===== src/hw/rtl/deu_pkg.sv =====
// Shared types and constants for the digitizer event unpacker.
package deu_pkg;

   localparam int WORD_W      = 32;
   localparam int KIND_W      = 4;
   localparam int SAMPLE_W    = 12;
   localparam int SET_W       = 10;
   localparam int SAMPLE_SETS = 1024;

   localparam logic [SET_W-1:0] SET_LAST = SET_W'(SAMPLE_SETS - 1);

   localparam logic [KIND_W-1:0] KIND_SAMPLE = 4'd8;
   localparam logic [KIND_W-1:0] KIND_ERROR  = 4'd9;
   localparam logic [KIND_W-1:0] KIND_GROUP  = 4'd5;

   localparam logic [2:0] HDR_SIZE    = 3'd4;
   localparam logic [2:0] HDR_GROUP   = 3'd5;
   localparam logic [2:0] HDR_COUNTER = 3'd6;
   localparam logic [2:0] HDR_LAST    = 3'd7;

   localparam logic [1:0] PH_FIRST  = 2'd0;
   localparam logic [1:0] PH_SECOND = 2'd1;
   localparam logic [1:0] PH_THIRD  = 2'd2;

   localparam logic [WORD_W-1:0] SIZE_MASK    = 32'h0FFF_FFFF;
   localparam logic [WORD_W-1:0] COUNTER_MASK = 32'h003F_FFFF;

   typedef enum logic [1:0] {
      ST_HEADER,
      ST_GROUP_CHECK,
      ST_DATA,
      ST_TRAILER
   } state_type;

   typedef struct packed {
      logic [KIND_W-1:0]   kind;
      logic [WORD_W-1:0]   header_value;
      logic [SET_W-1:0]    sample_index;
      logic [SAMPLE_W-1:0] sample_zero;
      logic [SAMPLE_W-1:0] sample_one;
      logic [SAMPLE_W-1:0] sample_two;
      logic [SAMPLE_W-1:0] sample_three;
      logic [SAMPLE_W-1:0] sample_four;
      logic [SAMPLE_W-1:0] sample_five;
      logic [SAMPLE_W-1:0] sample_six;
      logic [SAMPLE_W-1:0] sample_seven;
      logic                event_end;
   } result_type;

endpackage


===== src/hw/rtl/digitizer_event_unpacker_unit.sv =====
// Top level of the digitizer event unpacker.
//
//   channel | direction | handshake            | payload
//   req_    | in        | req_valid, req_stall | req_stream_word
//   rsp_    | out       | rsp_valid, rsp_stall | kind, header_value, sample fields, event_end
//
// One word is accepted every cycle unless req_stall is high; its result is then registered.
// A word that yields no result, such as the first two words of a triple, is dropped silently.
// Reset returns the position counter to the start of an event and empties both registers.
// A stalled result holds, and the input register then takes at most one more word.
module digitizer_event_unpacker_unit
   import deu_pkg::*;
(
   input  logic                clock,
   input  logic                reset,
   input  logic                req_valid,
   output logic                req_stall,
   input  logic [WORD_W-1:0]   req_stream_word,
   output logic                rsp_valid,
   input  logic                rsp_stall,
   output logic [KIND_W-1:0]   rsp_kind,
   output logic [WORD_W-1:0]   rsp_header_value,
   output logic [SET_W-1:0]    rsp_sample_index,
   output logic [SAMPLE_W-1:0] rsp_sample_zero,
   output logic [SAMPLE_W-1:0] rsp_sample_one,
   output logic [SAMPLE_W-1:0] rsp_sample_two,
   output logic [SAMPLE_W-1:0] rsp_sample_three,
   output logic [SAMPLE_W-1:0] rsp_sample_four,
   output logic [SAMPLE_W-1:0] rsp_sample_five,
   output logic [SAMPLE_W-1:0] rsp_sample_six,
   output logic [SAMPLE_W-1:0] rsp_sample_seven,
   output logic                rsp_event_end
);

   logic              out_ready;
   logic              in_valid;
   logic [WORD_W-1:0] in_word;
   logic              res_valid;
   result_type        res;
   result_type        rsp;

   deu_input_reg u_input_reg (
      .clock           (clock),
      .reset           (reset),
      .req_valid       (req_valid),
      .req_stall       (req_stall),
      .req_stream_word (req_stream_word),
      .out_ready       (out_ready),
      .in_valid        (in_valid),
      .in_word         (in_word)
   );

   deu_decoder u_decoder (
      .clock     (clock),
      .reset     (reset),
      .in_valid  (in_valid),
      .in_word   (in_word),
      .out_ready (out_ready),
      .res_valid (res_valid),
      .res       (res)
   );

   deu_result_reg u_result_reg (
      .clock     (clock),
      .reset     (reset),
      .in_valid  (in_valid),
      .res_valid (res_valid),
      .res       (res),
      .rsp_stall (rsp_stall),
      .out_ready (out_ready),
      .rsp_valid (rsp_valid),
      .rsp       (rsp)
   );

   assign rsp_kind         = rsp.kind;
   assign rsp_header_value = rsp.header_value;
   assign rsp_sample_index = rsp.sample_index;
   assign rsp_sample_zero  = rsp.sample_zero;
   assign rsp_sample_one   = rsp.sample_one;
   assign rsp_sample_two   = rsp.sample_two;
   assign rsp_sample_three = rsp.sample_three;
   assign rsp_sample_four  = rsp.sample_four;
   assign rsp_sample_five  = rsp.sample_five;
   assign rsp_sample_six   = rsp.sample_six;
   assign rsp_sample_seven = rsp.sample_seven;
   assign rsp_event_end    = rsp.event_end;

endmodule


===== src/hw/rtl/deu_input_reg.sv =====
// Input register that holds one stream word and raises stall while it cannot move on.
module deu_input_reg
   import deu_pkg::*;
(
   input  logic              clock,
   input  logic              reset,
   input  logic              req_valid,
   output logic              req_stall,
   input  logic [WORD_W-1:0] req_stream_word,
   input  logic              out_ready,
   output logic              in_valid,
   output logic [WORD_W-1:0] in_word
);

   logic              valid_ff;
   logic              valid_in;
   logic [WORD_W-1:0] word_ff;
   logic [WORD_W-1:0] word_in;

   assign req_stall = valid_ff && !out_ready;

   always_comb begin
      valid_in = valid_ff;
      word_in  = word_ff;
      if (!req_stall) begin
         valid_in = req_valid;
         if (req_valid) begin
            word_in = req_stream_word;
         end
      end
   end

   always_ff @(posedge clock) begin
      if (reset) begin
         valid_ff <= 1'b0;
      end else begin
         valid_ff <= valid_in;
      end
      word_ff <= word_in;
   end

   assign in_valid = valid_ff;
   assign in_word  = word_ff;

endmodule


===== src/hw/rtl/deu_decoder.sv =====
// Event position sequencer and field decoder for one stream word.
module deu_decoder
   import deu_pkg::*;
(
   input  logic              clock,
   input  logic              reset,
   input  logic              in_valid,
   input  logic [WORD_W-1:0] in_word,
   input  logic              out_ready,
   output logic              res_valid,
   output result_type        res
);

   state_type         state_ff, state_in;
   logic [2:0]        hdr_pos_ff, hdr_pos_in;
   logic [1:0]        phase_ff, phase_in;
   logic [SET_W-1:0]  set_ff, set_in;
   logic              trailer_ff, trailer_in;
   logic              no_groups_ff, no_groups_in;
   logic [WORD_W-1:0] first_ff, first_in;
   logic [WORD_W-1:0] second_ff, second_in;
   logic              fire;
   logic [3:0]        mask;
   logic [2:0]        count;

   assign fire  = in_valid && out_ready;
   assign mask  = in_word[3:0];
   assign count = {2'b00, mask[0]} + {2'b00, mask[1]} + {2'b00, mask[2]} + {2'b00, mask[3]};

   always_comb begin
      state_in     = state_ff;
      hdr_pos_in   = hdr_pos_ff;
      phase_in     = phase_ff;
      set_in       = set_ff;
      trailer_in   = trailer_ff;
      no_groups_in = no_groups_ff;
      first_in     = first_ff;
      second_in    = second_ff;
      if (fire) begin
         case (state_ff)
            ST_HEADER: begin
               if (hdr_pos_ff == HDR_GROUP) begin
                  no_groups_in = (mask == 4'd0);
               end
               if (hdr_pos_ff == HDR_LAST) begin
                  state_in   = ST_GROUP_CHECK;
                  hdr_pos_in = 3'd0;
               end else begin
                  hdr_pos_in = hdr_pos_ff + 3'd1;
               end
            end
            ST_GROUP_CHECK: begin
               phase_in = PH_FIRST;
               set_in   = '0;
               if (no_groups_ff) begin
                  state_in = ST_HEADER;
               end else begin
                  state_in = ST_DATA;
               end
            end
            ST_DATA: begin
               case (phase_ff)
                  PH_FIRST: begin
                     first_in = in_word;
                     phase_in = PH_SECOND;
                  end
                  PH_SECOND: begin
                     second_in = in_word;
                     phase_in  = PH_THIRD;
                  end
                  default: begin
                     phase_in = PH_FIRST;
                     if (set_ff == SET_LAST) begin
                        state_in   = ST_TRAILER;
                        trailer_in = 1'b0;
                     end else begin
                        set_in = set_ff + 1'b1;
                     end
                  end
               endcase
            end
            ST_TRAILER: begin
               if (trailer_ff) begin
                  state_in   = ST_HEADER;
                  hdr_pos_in = 3'd0;
               end else begin
                  trailer_in = 1'b1;
               end
            end
            default: begin
               state_in   = ST_HEADER;
               hdr_pos_in = 3'd0;
            end
         endcase
      end
   end

   always_comb begin
      res       = '0;
      res_valid = 1'b0;
      case (state_ff)
         ST_HEADER: begin
            res_valid = 1'b1;
            res.kind  = {1'b0, hdr_pos_ff};
            case (hdr_pos_ff)
               HDR_SIZE:    res.header_value = in_word & SIZE_MASK;
               HDR_GROUP:   res.header_value = {24'd0, mask, 1'b0, count};
               HDR_COUNTER: res.header_value = in_word & COUNTER_MASK;
               default:     res.header_value = in_word;
            endcase
         end
         ST_GROUP_CHECK: begin
            if (no_groups_ff) begin
               res_valid     = 1'b1;
               res.kind      = KIND_ERROR;
               res.event_end = 1'b1;
            end
         end
         ST_DATA: begin
            if (phase_ff == PH_THIRD) begin
               res_valid        = 1'b1;
               res.kind         = KIND_SAMPLE;
               res.sample_index = set_ff;
               res.sample_zero  = first_ff[11:0];
               res.sample_one   = first_ff[23:12];
               res.sample_two   = {second_ff[3:0], first_ff[31:24]};
               res.sample_three = second_ff[15:4];
               res.sample_four  = second_ff[27:16];
               res.sample_five  = {in_word[7:0], second_ff[31:28]};
               res.sample_six   = in_word[19:8];
               res.sample_seven = in_word[31:20];
               res.event_end    = (set_ff == SET_LAST);
            end
         end
         default: begin
            res_valid = 1'b0;
         end
      endcase
   end

   always_ff @(posedge clock) begin
      if (reset) begin
         state_ff     <= ST_HEADER;
         hdr_pos_ff   <= 3'd0;
         phase_ff     <= PH_FIRST;
         set_ff       <= '0;
         trailer_ff   <= 1'b0;
         no_groups_ff <= 1'b0;
      end else begin
         state_ff     <= state_in;
         hdr_pos_ff   <= hdr_pos_in;
         phase_ff     <= phase_in;
         set_ff       <= set_in;
         trailer_ff   <= trailer_in;
         no_groups_ff <= no_groups_in;
      end
      first_ff  <= first_in;
      second_ff <= second_in;
   end

endmodule


===== src/hw/rtl/deu_result_reg.sv =====
// Result register that holds one decoded word until the receiver takes it.
module deu_result_reg
   import deu_pkg::*;
(
   input  logic       clock,
   input  logic       reset,
   input  logic       in_valid,
   input  logic       res_valid,
   input  result_type res,
   input  logic       rsp_stall,
   output logic       out_ready,
   output logic       rsp_valid,
   output result_type rsp
);

   logic       valid_ff, valid_in;
   result_type data_ff, data_in;

   assign out_ready = !valid_ff || !rsp_stall;

   always_comb begin
      valid_in = valid_ff;
      data_in  = data_ff;
      if (out_ready) begin
         valid_in = in_valid && res_valid;
         data_in  = res;
      end
   end

   always_ff @(posedge clock) begin
      if (reset) begin
         valid_ff <= 1'b0;
      end else begin
         valid_ff <= valid_in;
      end
      data_ff <= data_in;
   end

   assign rsp_valid = valid_ff;
   assign rsp       = data_ff;

endmodule


===== config.mk =====
export PLATFORM = sky130hd
export DESIGN_NAME = digitizer_event_unpacker_unit
export DESIGN_NICKNAME = d
export VERILOG_FILES = /design/src/hw/rtl/deu_pkg.sv /design/src/hw/rtl/digitizer_event_unpacker_unit.sv /design/src/hw/rtl/deu_input_reg.sv /design/src/hw/rtl/deu_decoder.sv /design/src/hw/rtl/deu_result_reg.sv
export SDC_FILE = /design/constraint.sdc
export NUM_CORES = 1
export LEC_CHECK = 0
export BUFFER_PORTS_ARGS = -buffer_cell sky130_fd_sc_hd__buf_2
export CAP_MARGIN = 20
export CORE_UTILIZATION = 55
export CTS_CLUSTER_DIAMETER = 100
export CTS_CLUSTER_SIZE = 20
export DETAILED_ROUTE_END_ITERATION = 7
export PLACE_DENSITY = 0.8
export REMOVE_ABC_BUFFERS = 1
export SETUP_SLACK_MARGIN = 0.02
export SKIP_LAST_GASP = 1
export SLEW_MARGIN = 20
export SYNTH_ARGS = -nofsm -noshare
export SYNTH_HDL_FRONTEND = slang
export SYNTH_HIERARCHICAL = 1
export SYNTH_SLANG_ARGS = --single-unit

===== constraint.sdc =====
create_clock -name clock -period 7.6 [get_ports clock]
set_input_delay 0.38 -clock clock [delete_from_list [all_inputs] [get_ports clock]]
set_output_delay 0.38 -clock clock [all_outputs]
set_load 0.02 [all_outputs]

==> results.ini, run 1 <==
[floorplan]
start_util_pct=57.1
num_rows=47
die_x_um=134
coreArea_um2=16800
dieArea_um2=18000
die_y_um=134
ios=181

[critical_path]
critPathLaunchType=flip-flop
cp-end-kind=flip-flop
r2r_cells=6
crit_type=flip-flop to flip-flop
cp.arrival_ns=3.12
required_ns=7.93
cp_max_fo=72

[sta]
skew_ns=0.0154
fin_ws_ns=4.81
tightest_slew_ns=0.918
period_share_pct=36.7
setup_tns_ns=0
hold_viol=0
rsz0062_at_grt=false
min_period_ns=2.79
drv_slew=0
fmaxAchievable_mhz=359
finalSetupViolCount=0
relSlewSlack_pct=38.7

[clock_tree]
cts_buffer_depth=3
cts_resized=0
cts_buffers=16
cts_tree=done
ctsHoldBuffers=0
clk_latency_ns=0.47
cts.clk_slew.worst_paths_ns=0.08
cts_root_buf=clkbuf_16
cts_setup_buffers=0
cts_htree_levels=1
clock-sinks=260

[synth]
yosysWarningCount=6
synth_edf_count=239
async_flop_share_pct=0
synth-seq-cells=260
synth_area_leaders=edfxtp_1, and2_1, dfxtp_1, ha_1, nand2_1
syn_area_um2=9610
yosysSeqAreaShare_pct=79.0
syn_avg_cell_area_um2=16.7
syn-instance-count=577
netlist.area_leader.share_pct=74.7
ys.flop_type=edfxtp_1
ys_types=45
yosys.area.top_type=edfxtp_1

[routing]
drt_iter0_markers=288
first_pass_iters=5
via_count=5223
routedWlPerCell_um=18.2
routed_wl_um=17900
routed_via_density=5.29
drc=0
ant_nets=0

[final_layout]
drive_above_1_share_pct=28.3
antenna_cells=0
layout_common_cells=edfxtp_1, buf_2, and2_1, nand2_1, dfxtp_1
final_common_cell=edfxtp_1
num-fill-cells=1176
layout.nets=810
syn_to_final_growth_pct=17.1
multi_input_area_um2=1910
register_area_um2=7600

[power_and_ir_drop]
switching_power_mw=0.529
power_frac_clock_pct=32.3
ir_drop_mv=0.136
p_int_mw=2.06
powerDensity_nw_per_um2=230
total_leakage_power_nw=4.62
design_power_total_mw=2.59
p_comb_share_pct=5.0
power_frac_seq_pct=62.7
sw_frac_of_total_pct=20.4

[worst_hold_path]
worst_hold_path_type=primary input to flip-flop
worstHoldPathCells=1

[placed_design]
gp_congestion=0.883
dp_hpwl_um=11500
port_buffers=180
pre_cts_ws_ns=4.84

[outcome]
status=finished, final reports clean

[global_routing]
overflow=0
grt_max_degree=81
antenna_found_initial=0
grt_usage_pct=19.8
grt_pass1_vias=5022
grt_first_pass_wirelength_um=27100

[flow_run]
maxCapViolCount=0

## per-stage QoR
stage	instances	hold WS (ns)	area [um2]	utilization (%)
CTS	987	0.0586	11200	66.8
global placement	959	0.456	10800	64.0
detailed placement	959	0.477	10800	64.0
finish	988	0.0769	11300	66.9
global route	988	0.0553	11300	66.9
floorplan	556	0.442	9530	-
## synthesized netlist by cell type, types with 4 or more instances
cell type,instances
inv_1,14
o31ai_1,5
nand2_1,22
buf_2,5
clkbuf_1,16
nor2b_1,4
and2_1,120
nand3_1,8
dfxtp_1,21
mux2i_1,7
a22o_1,6
nand4_1,7
ha_1,15
nor2_1,18
and3_1,4
a21oi_1,15
a211oi_1,4
edfxtp_1,239
nand2b_1,7
nor3_1,10
## power by group through the flow
stage          Clock (mW)  Combinational [mW]  Sequential (mW)
2_1_floorplan           0              0.0286             1.70
3_3_place_gp            0               0.125             1.66
3_5_place_dp            0               0.128             1.66
4_1_cts             0.857               0.129             1.63
5_1_grt             0.905               0.138             1.63
6_report            0.838               0.129             1.62
## path summary, 6_finish.rpt
check                                from                 endpoint  slack [ns]
setup / recovery    u_decoder/state_ff[0]     u_result_reg/rsp[43]        4.81
hold / removal        req_stream_word[31]  u_input_reg/in_word[31]        0.08
setup reg to reg    u_decoder/state_ff[0]     u_result_reg/rsp[43]        4.81
hold reg to reg   u_input_reg/in_word[20]   u_decoder/first_ff[20]        0.49
## sequential cells by signal, summed over array words and instances (netlist names), named ones only
| register | count |
|---|---|
| u_result_reg/rsp | 143 |
| u_decoder/first_ff | 32 |
| u_decoder/second_ff | 32 |
| u_input_reg/in_word | 32 |
| u_decoder/set_ff | 10 |
| u_decoder/hdr_pos_ff | 3 |
| u_decoder/phase_ff | 2 |
| u_decoder/no_groups_ff | 1 |
| u_decoder/state_ff | 1 |
| u_decoder/trailer_ff | 1 |
| u_input_reg/in_valid | 1 |
| u_result_reg/rsp_valid | 1 |
## logic make-up after synthesis
| kind of cell | synth area share, % |
|---|---|
| buf+inv | 1.51 |
| mux | 0.729 |
| compound gates | 3.93 |
| flops | 79.0 |
| fa+ha+maj | 2.16 |
| simple gates | 12.6 |
## per-layer routing
| metal | GRT usage [%] | routed length, um | vias up |
|---|---|---|---|
| met5 | 0 | 0 | - |
| li1 | - | - | 2458 |
| met1 | 26.2 | 7440 | 2563 |
| met2 | 35.6 | 9410 | 185 |
| met4 | 4.24 | 208 | 0 |
| met3 | 2.31 | 888 | 17 |
## area by class of cell
class                   count  share of cell area (%)
clock buffers              28                    4.15
inverters                  16                   0.534
multi-input cells         280                    17.0
flip-flops and latches    260                    67.5
well taps                 220                    2.45
repair buffers            184                    8.39
## worst max-delay path, cell delays in order (launching register included)
cell and delay (ns):
dfxtp_1 0.38, inv_1 0.13, ha_1 0.41, nand2_1 0.38
nor2_4 0.54, buf_4 0.54, and2_1 0.23
Note: power is estimated with default switching activity, not from simulation.
==> run 2: changes to the inputs <==
Settings changed: CORE_UTILIZATION 55 to 50, PLACE_DENSITY 0.8 to 0.77.
Clock period 7.6 ns to 2.4 ns, I/O delays scaled along.
==> results.ini, run 2 (synthesis gave the netlist of run 1 again) <==
[critical_path]
crit_buf_inv=1  ; -1
cp_slowest_stage_delay_ns=0.76  ; +0.22 ns
crit_type=flip-flop to flip-flop
worstPathCellList=inv_1 -> ha_1 -> nand2_1 -> nor3_1 -> nor2_2 -> a22o_1
cp_max_fo=21  ; -71%
crit_family=simple AND/OR/NAND/NOR gates
cp_slowest_cell=nor2_2
cp.arrival_ns=2.48  ; -0.64 ns
critPathLaunchType=flip-flop
required_ns=2.74  ; -5.19 ns
cp-end-kind=flip-flop

[final_layout]
layout.nets=851  ; +5.1%
antenna_cells=0  ; unchanged
syn_to_final_growth_pct=21.6
fin_area_um2=11700  ; +3.8%
layout_common_cells=edfxtp_1, buf_2, and2_1, dlygate4sd3_1, nand2_1
drive_above_1_share_pct=27.8  ; -0.44 points
final_common_cell=edfxtp_1
fin_cells=1043  ; +5.6%
largest_reg_flops=143  ; unchanged

[sta]
fmaxAchievable_mhz=467  ; +30%
tightest_slew_ns=1.01  ; +0.0875 ns
rsz0062_at_grt=false
fin_ws_ns=0.258  ; -4.56 ns
hold_ws_ns=0.00821  ; -0.0686 ns
drv_slew=0  ; unchanged
finalSetupViolCount=0  ; unchanged
relSlewSlack_pct=32.9  ; -5.8 points
period_share_pct=89.3  ; +53 points
min_period_ns=2.14  ; -0.645 ns
skew_ns=0.0208  ; +0.00542 ns
hold_viol=0  ; unchanged

[floorplan]
coreArea_um2=18800  ; +12%
num_rows=50  ; +6.4%
die_x_um=141  ; +4.8%
dieArea_um2=19800  ; +9.9%
start_util_pct=51.2  ; -5.9 points
die_y_um=141  ; +4.8%
ios=181  ; unchanged

[flow_run]
maxCapViolCount=0  ; unchanged

[power_and_ir_drop]
powerDensity_nw_per_um2=707  ; +210%
total_leakage_power_nw=4.80  ; +3.9%
p_comb_share_pct=5.6  ; +0.6 points
power_frac_seq_pct=62.2  ; -0.5 points
switching_power_mw=1.69  ; +220%
ir_drop_mv=0.364  ; +170%
power_frac_clock_pct=32.2  ; about the same
p_int_mw=6.57  ; +220%
sw_frac_of_total_pct=20.5  ; +0.099 points

[global_routing]
grtUsageMet2_pct=33.7  ; -1.9 points
antenna_found_initial=0  ; unchanged
overflow=0  ; unchanged
grt_pass1_vias=5397  ; +7.5%
grt_first_pass_wirelength_um=29400  ; +8.6%
grt_max_degree=53  ; -35%
use_met1_pct=25.4  ; -0.80 points
grt_usage_pct=19.4  ; -0.42 points
use_met3_pct=2.96  ; +0.65 points
top_usage_layer=met2

[placed_design]
port_buffers=180  ; unchanged
dp_hpwl_um=12300  ; +7.6%
gp_congestion=0.853  ; -3.4%
dp.cells=982  ; +2.4%
dpl_cell_area_um2=10900  ; +1.1%
pre_cts_ws_ns=0.301  ; -4.54 ns

[clock_tree]
cts_buffer_depth=3  ; unchanged
clock-sinks=260  ; unchanged
cts_setup_buffers=0  ; unchanged
cts.clk_slew.worst_paths_ns=0.09  ; about the same
cts_htree_levels=1  ; unchanged
cts_tree=done
clk_latency_ns=0.48  ; about the same
cts_buffers=16  ; unchanged
ctsHoldBuffers=33  ; +33
cts_resized=0  ; unchanged
cts_root_buf=clkbuf_16

[routing]
routed_wl_um=19300  ; +7.4%
routed_via_density=5.21  ; -1.5%
ant_nets=0  ; unchanged
via_count=5431  ; +4.0%
drt_iter0_markers=315  ; +9.4%
first_pass_iters=5  ; unchanged
drc=0  ; unchanged
routedWlPerCell_um=18.5  ; +1.7%

[outcome]
status=finished, final reports clean

[worst_hold_path]
worst_hold_path_type=primary input to flip-flop

run 2: layout make-up:
| cell class | count | area (um2) |
|---|---|---|
| multi-input cells | 280 | 1910 |
| repair buffers | 225 | 1360 |
| flip-flops and latches | 260 | 7600 |
| well taps | 234 | 293 |
| fillers | 1372 | 7080 |
| inverters | 16 | 60.1 |
| clock buffers | 28 | 467 |
run 2: metal layers:
metal	up-vias	routed length (um)	part of all wire [%]
met5	-	0	0
met2	214	9570	50
li1	2542	-	-
met1	2647	8120	42
met4	0	376	2.0
met3	28	1200	6.2
run 2: path summary, 6_finish.rpt:
check	endpoint	start	slack (ns)	depth (start not counted)
setup / recovery	u_result_reg/rsp[108]	u_decoder/hdr_pos_ff[1]	0.26	6
hold / removal	u_decoder/phase_ff[0]	reset	0.008	2
setup reg to reg	u_result_reg/rsp[108]	u_decoder/hdr_pos_ff[1]	0.26	6
hold reg to reg	u_decoder/first_ff[31]	u_input_reg/in_word[31]	0.49	0
run 2: per-stage QoR:
step | total power, mW | setup TNS, ns | util, %
3_5_place_dp | 5.67 | 0 | 58.0
4_1_cts | 8.34 | 0 | 62.3
5_1_grt | 8.54 | 0 | 62.3
3_3_place_gp | 5.65 | 0 | 58.0
2_1_floorplan | 5.47 | -413.66 | -
6_report | 8.26 | 0 | 62.3
run 2: power groups by stage:
stage | registers (mW) | logic [mW] | clock network, mW
after floorplan | 5.38 | 0.0905 | 0
after global placement | 5.24 | 0.409 | 0
after detailed placement | 5.25 | 0.420 | 0
after CTS | 5.15 | 0.463 | 2.73
after global routing | 5.16 | 0.490 | 2.89
final | 5.14 | 0.461 | 2.66
==> run 3: changes to the inputs <==
Settings changed: ABC_AREA from default to 1, REMOVE_ABC_BUFFERS 1 to default.
==> results.ini, run 3 <==
[outcome]
status=finished, final reports clean

[synth]
syn_area_um2=9700  ; +0.87%
async_flop_share_pct=0  ; unchanged
yosysSeqAreaShare_pct=78.4  ; -0.68 points
synth-seq-cells=260  ; unchanged
synth_most_common_cell=edfxtp_1
syn_avg_cell_area_um2=13.5  ; -19%
synth_edf_count=239  ; unchanged
yosys.area.top_type=edfxtp_1
synth_nets=771
ys_types=33  ; -27%
synth_common_cells=edfxtp_1, nor2_1, inv_1, nand2_1, dfxtp_1
ys.flop_type=edfxtp_1
synth_area_leaders=edfxtp_1, nor2_1, inv_1, dfxtp_1, nand2_1
netlist.area_leader.share_pct=74.0  ; -0.65 points
syn-instance-count=719  ; +25%
yosysWarningCount=6  ; unchanged

[final_layout]
fin_area_um2=11800  ; +1.1%
layout.nets=998  ; +17%
fin_util_pct=62.8  ; +0.50 points
multi_input_area_um2=1570  ; -18%
layout_common_cells=edfxtp_1, buf_2, nor2_1, inv_1, nand2_1
num-fill-cells=1407  ; +2.6%
antenna_cells=0  ; unchanged
fin_cells=1210  ; +16%
syn_to_final_growth_pct=21.9
drive_above_1_share_pct=24.9  ; -2.9 points
final_common_cell=edfxtp_1
register_area_um2=7600  ; about the same
largest_reg_flops=143  ; unchanged

[power_and_ir_drop]
total_leakage_power_nw=5.34  ; +11%
design_power_total_mw=8.23  ; -0.46%
ir_drop_mv=0.442  ; +22%
powerDensity_nw_per_um2=696  ; -1.6%

[clock_tree]
clk_latency_ns=0.48  ; about the same
cts_buffer_depth=3  ; unchanged
cts_buffers=16  ; unchanged
cts_resized=0  ; unchanged
cts_tree=done
cts_setup_buffers=0  ; unchanged
cts_htree_levels=1  ; unchanged
clock-sinks=260  ; unchanged
cts.clk_slew.worst_paths_ns=0.09  ; about the same
cts_root_buf=clkbuf_16

[floorplan]
coreArea_um2=18800  ; +0.33%
start_util_pct=51.5  ; +0.28 points
num_rows=50  ; unchanged
die_y_um=141  ; +0.43%
ios=181  ; unchanged
die_x_um=141  ; +0.43%
dieArea_um2=20000  ; +0.86%

[routing]
routedWlPerCell_um=15.8  ; -14%
routed_wl_um=19200  ; -0.62%
first_pass_iters=6  ; +1
drt_iter0_markers=429  ; +36%
via_count=5796  ; +6.7%
routed_via_density=4.79  ; -8.0%
drc=0  ; unchanged
ant_nets=0  ; unchanged

[critical_path]
worstPathCellList=inv_1 -> ha_1 -> inv_2 -> nor2_4 -> nand2_1 -> nor2_4 -> buf_4
crit_buf_inv=3  ; +2
cp_max_fo=18  ; -14%
cp-end-kind=flip-flop
critPathLaunchType=flip-flop
crit_path_frequent_cell=nor2_4
r2r_cells=7  ; +1
cp_slowest_cell=ha_1
regToRegStartpoint=u_decoder/state_ff[0]
cp_slowest_stage_delay_ns=0.37  ; -0.39 ns
required_ns=2.56  ; -0.18 ns
crit_family=buffers and inverters
critical_path_cell_count=7  ; +1
cp.arrival_ns=2.30  ; -0.18 ns
setup.worst_path.start=u_decoder/state_ff[0]
crit_type=flip-flop to flip-flop

[worst_hold_path]
worst_hold_path_type=primary input to flip-flop
worstHoldPathCells=2  ; unchanged
hp-start=reset

[sta]
finalSetupViolCount=0  ; unchanged
fmaxAchievable_mhz=467  ; about the same
period_share_pct=89.3  ; about the same
hold_viol=0  ; unchanged
relSlewSlack_pct=53.4  ; +21 points
rsz0062_at_grt=false
skew_ns=0.0178  ; -0.00304 ns
setup_tns_ns=0  ; unchanged
drv_slew=0  ; unchanged
min_period_ns=2.14  ; +0.00101 ns
tightest_slew_ns=0.699  ; -0.307 ns

[placed_design]
port_buffers=180  ; unchanged
dpl_cell_area_um2=11000  ; +1.4%
dp_hpwl_um=12400  ; +0.60%
dp.cells=1155  ; +18%
gp_congestion=0.837  ; -1.8%

[global_routing]
antenna_found_initial=0  ; unchanged
overflow=0  ; unchanged
grt_pass1_vias=5725  ; +6.1%
grt_usage_pct=19.6  ; +0.15 points
grt_max_degree=92  ; +74%
grt_first_pass_wirelength_um=29600  ; +0.80%

[flow_run]
maxCapViolCount=0  ; unchanged

run 3: changes by cell type after synthesis, moves of 7 or more:
cell	before	now
inv_1	14	135
clkbuf_1	16	7
o21ai_0	1	12
nor3_1	10	1
and2_1	120	1
nand2_1	22	59
nor2_1	18	158
mux2i_1	7	0
nand2b_1	7	0
run 3: layer usage:
| layer | vias to the layer above | routed length [um] | track usage [%] |
|---|---|---|---|
| li1 | 2796 | - | - |
| met1 | 2735 | 8050 | 25.5 |
| met2 | 230 | 9390 | 33.2 |
| met3 | 35 | 1150 | 3.41 |
| met4 | 0 | 566 | 6.86 |
| met5 | - | 0 | 0 |
run 3: logic make-up (layout without fill, tap and decap cells):
| logic type | after synthesis | in the layout | synth area share, % |
|---|---|---|---|
| buffers and inverters | 152 | 383 | 5.99 |
| AO/OA/AOI/OAI | 40 | 40 | 2.58 |
| flip-flops | 260 | 260 | 78.4 |
| adder cells (fa/ha/maj) | 16 | 16 | 2.14 |
| AND/OR/NAND/NOR | 251 | 251 | 10.9 |
run 3: worst paths after layout:
| kind | to | slack (ns) |
|---|---|---|
| max | u_decoder/first_ff[27] | 0.26 |
| min | u_decoder/set_ff[5] | 0.03 |
| max reg2reg | u_decoder/first_ff[27] | 0.26 |
| min reg2reg | u_decoder/second_ff[28] | 0.49 |
run 3: where the power goes:
| group | switching (mW) | internal (mW) | total (mW) | leakage, nW |
|---|---|---|---|---|
| Clock | 1.31 | 1.29 | 2.61 | 0.215 |
| Combinational | 0.313 | 0.165 | 0.478 | 2.41 |
| Sequential | 0.0663 | 5.08 | 5.14 | 2.72 |
run 3: stage by stage:
step	hold slack (ns)	setup WS (ns)
finish	0.0334	0.257
detailed placement	0.298	0.268
CTS	0.0192	0.240
floorplan	0.175	0.0659
global placement	0.297	0.335
global route	0.0412	0.112
run 3: timing repair:
| item | CTS | global route |
|---|---|---|
| hold buffers | 33 | 0 |
| endpoints found under the hold margin | 33 | 0 |
| setup endpoints to repair | 0 | 0 |
run 3: worst reg2reg max path: cells and delay by family, from the launching register on:
family / cells / cell delay (ns)
fa+ha+maj: 1 / 0.37
flops: 1 / 0.36
buf+inv: 3 / 0.61
simple gates: 3 / 0.47
run 3: cell type report:
| cell class | count | share of cell area, % |
|---|---|---|
| flip-flops and latches | 260 | 64.3 |
| clock buffers | 22 | 3.76 |
| well taps | 260 | 2.75 |
| repair buffers | 224 | 11.5 |
| inverters | 137 | 4.35 |
| multi-input cells | 307 | 13.3 |
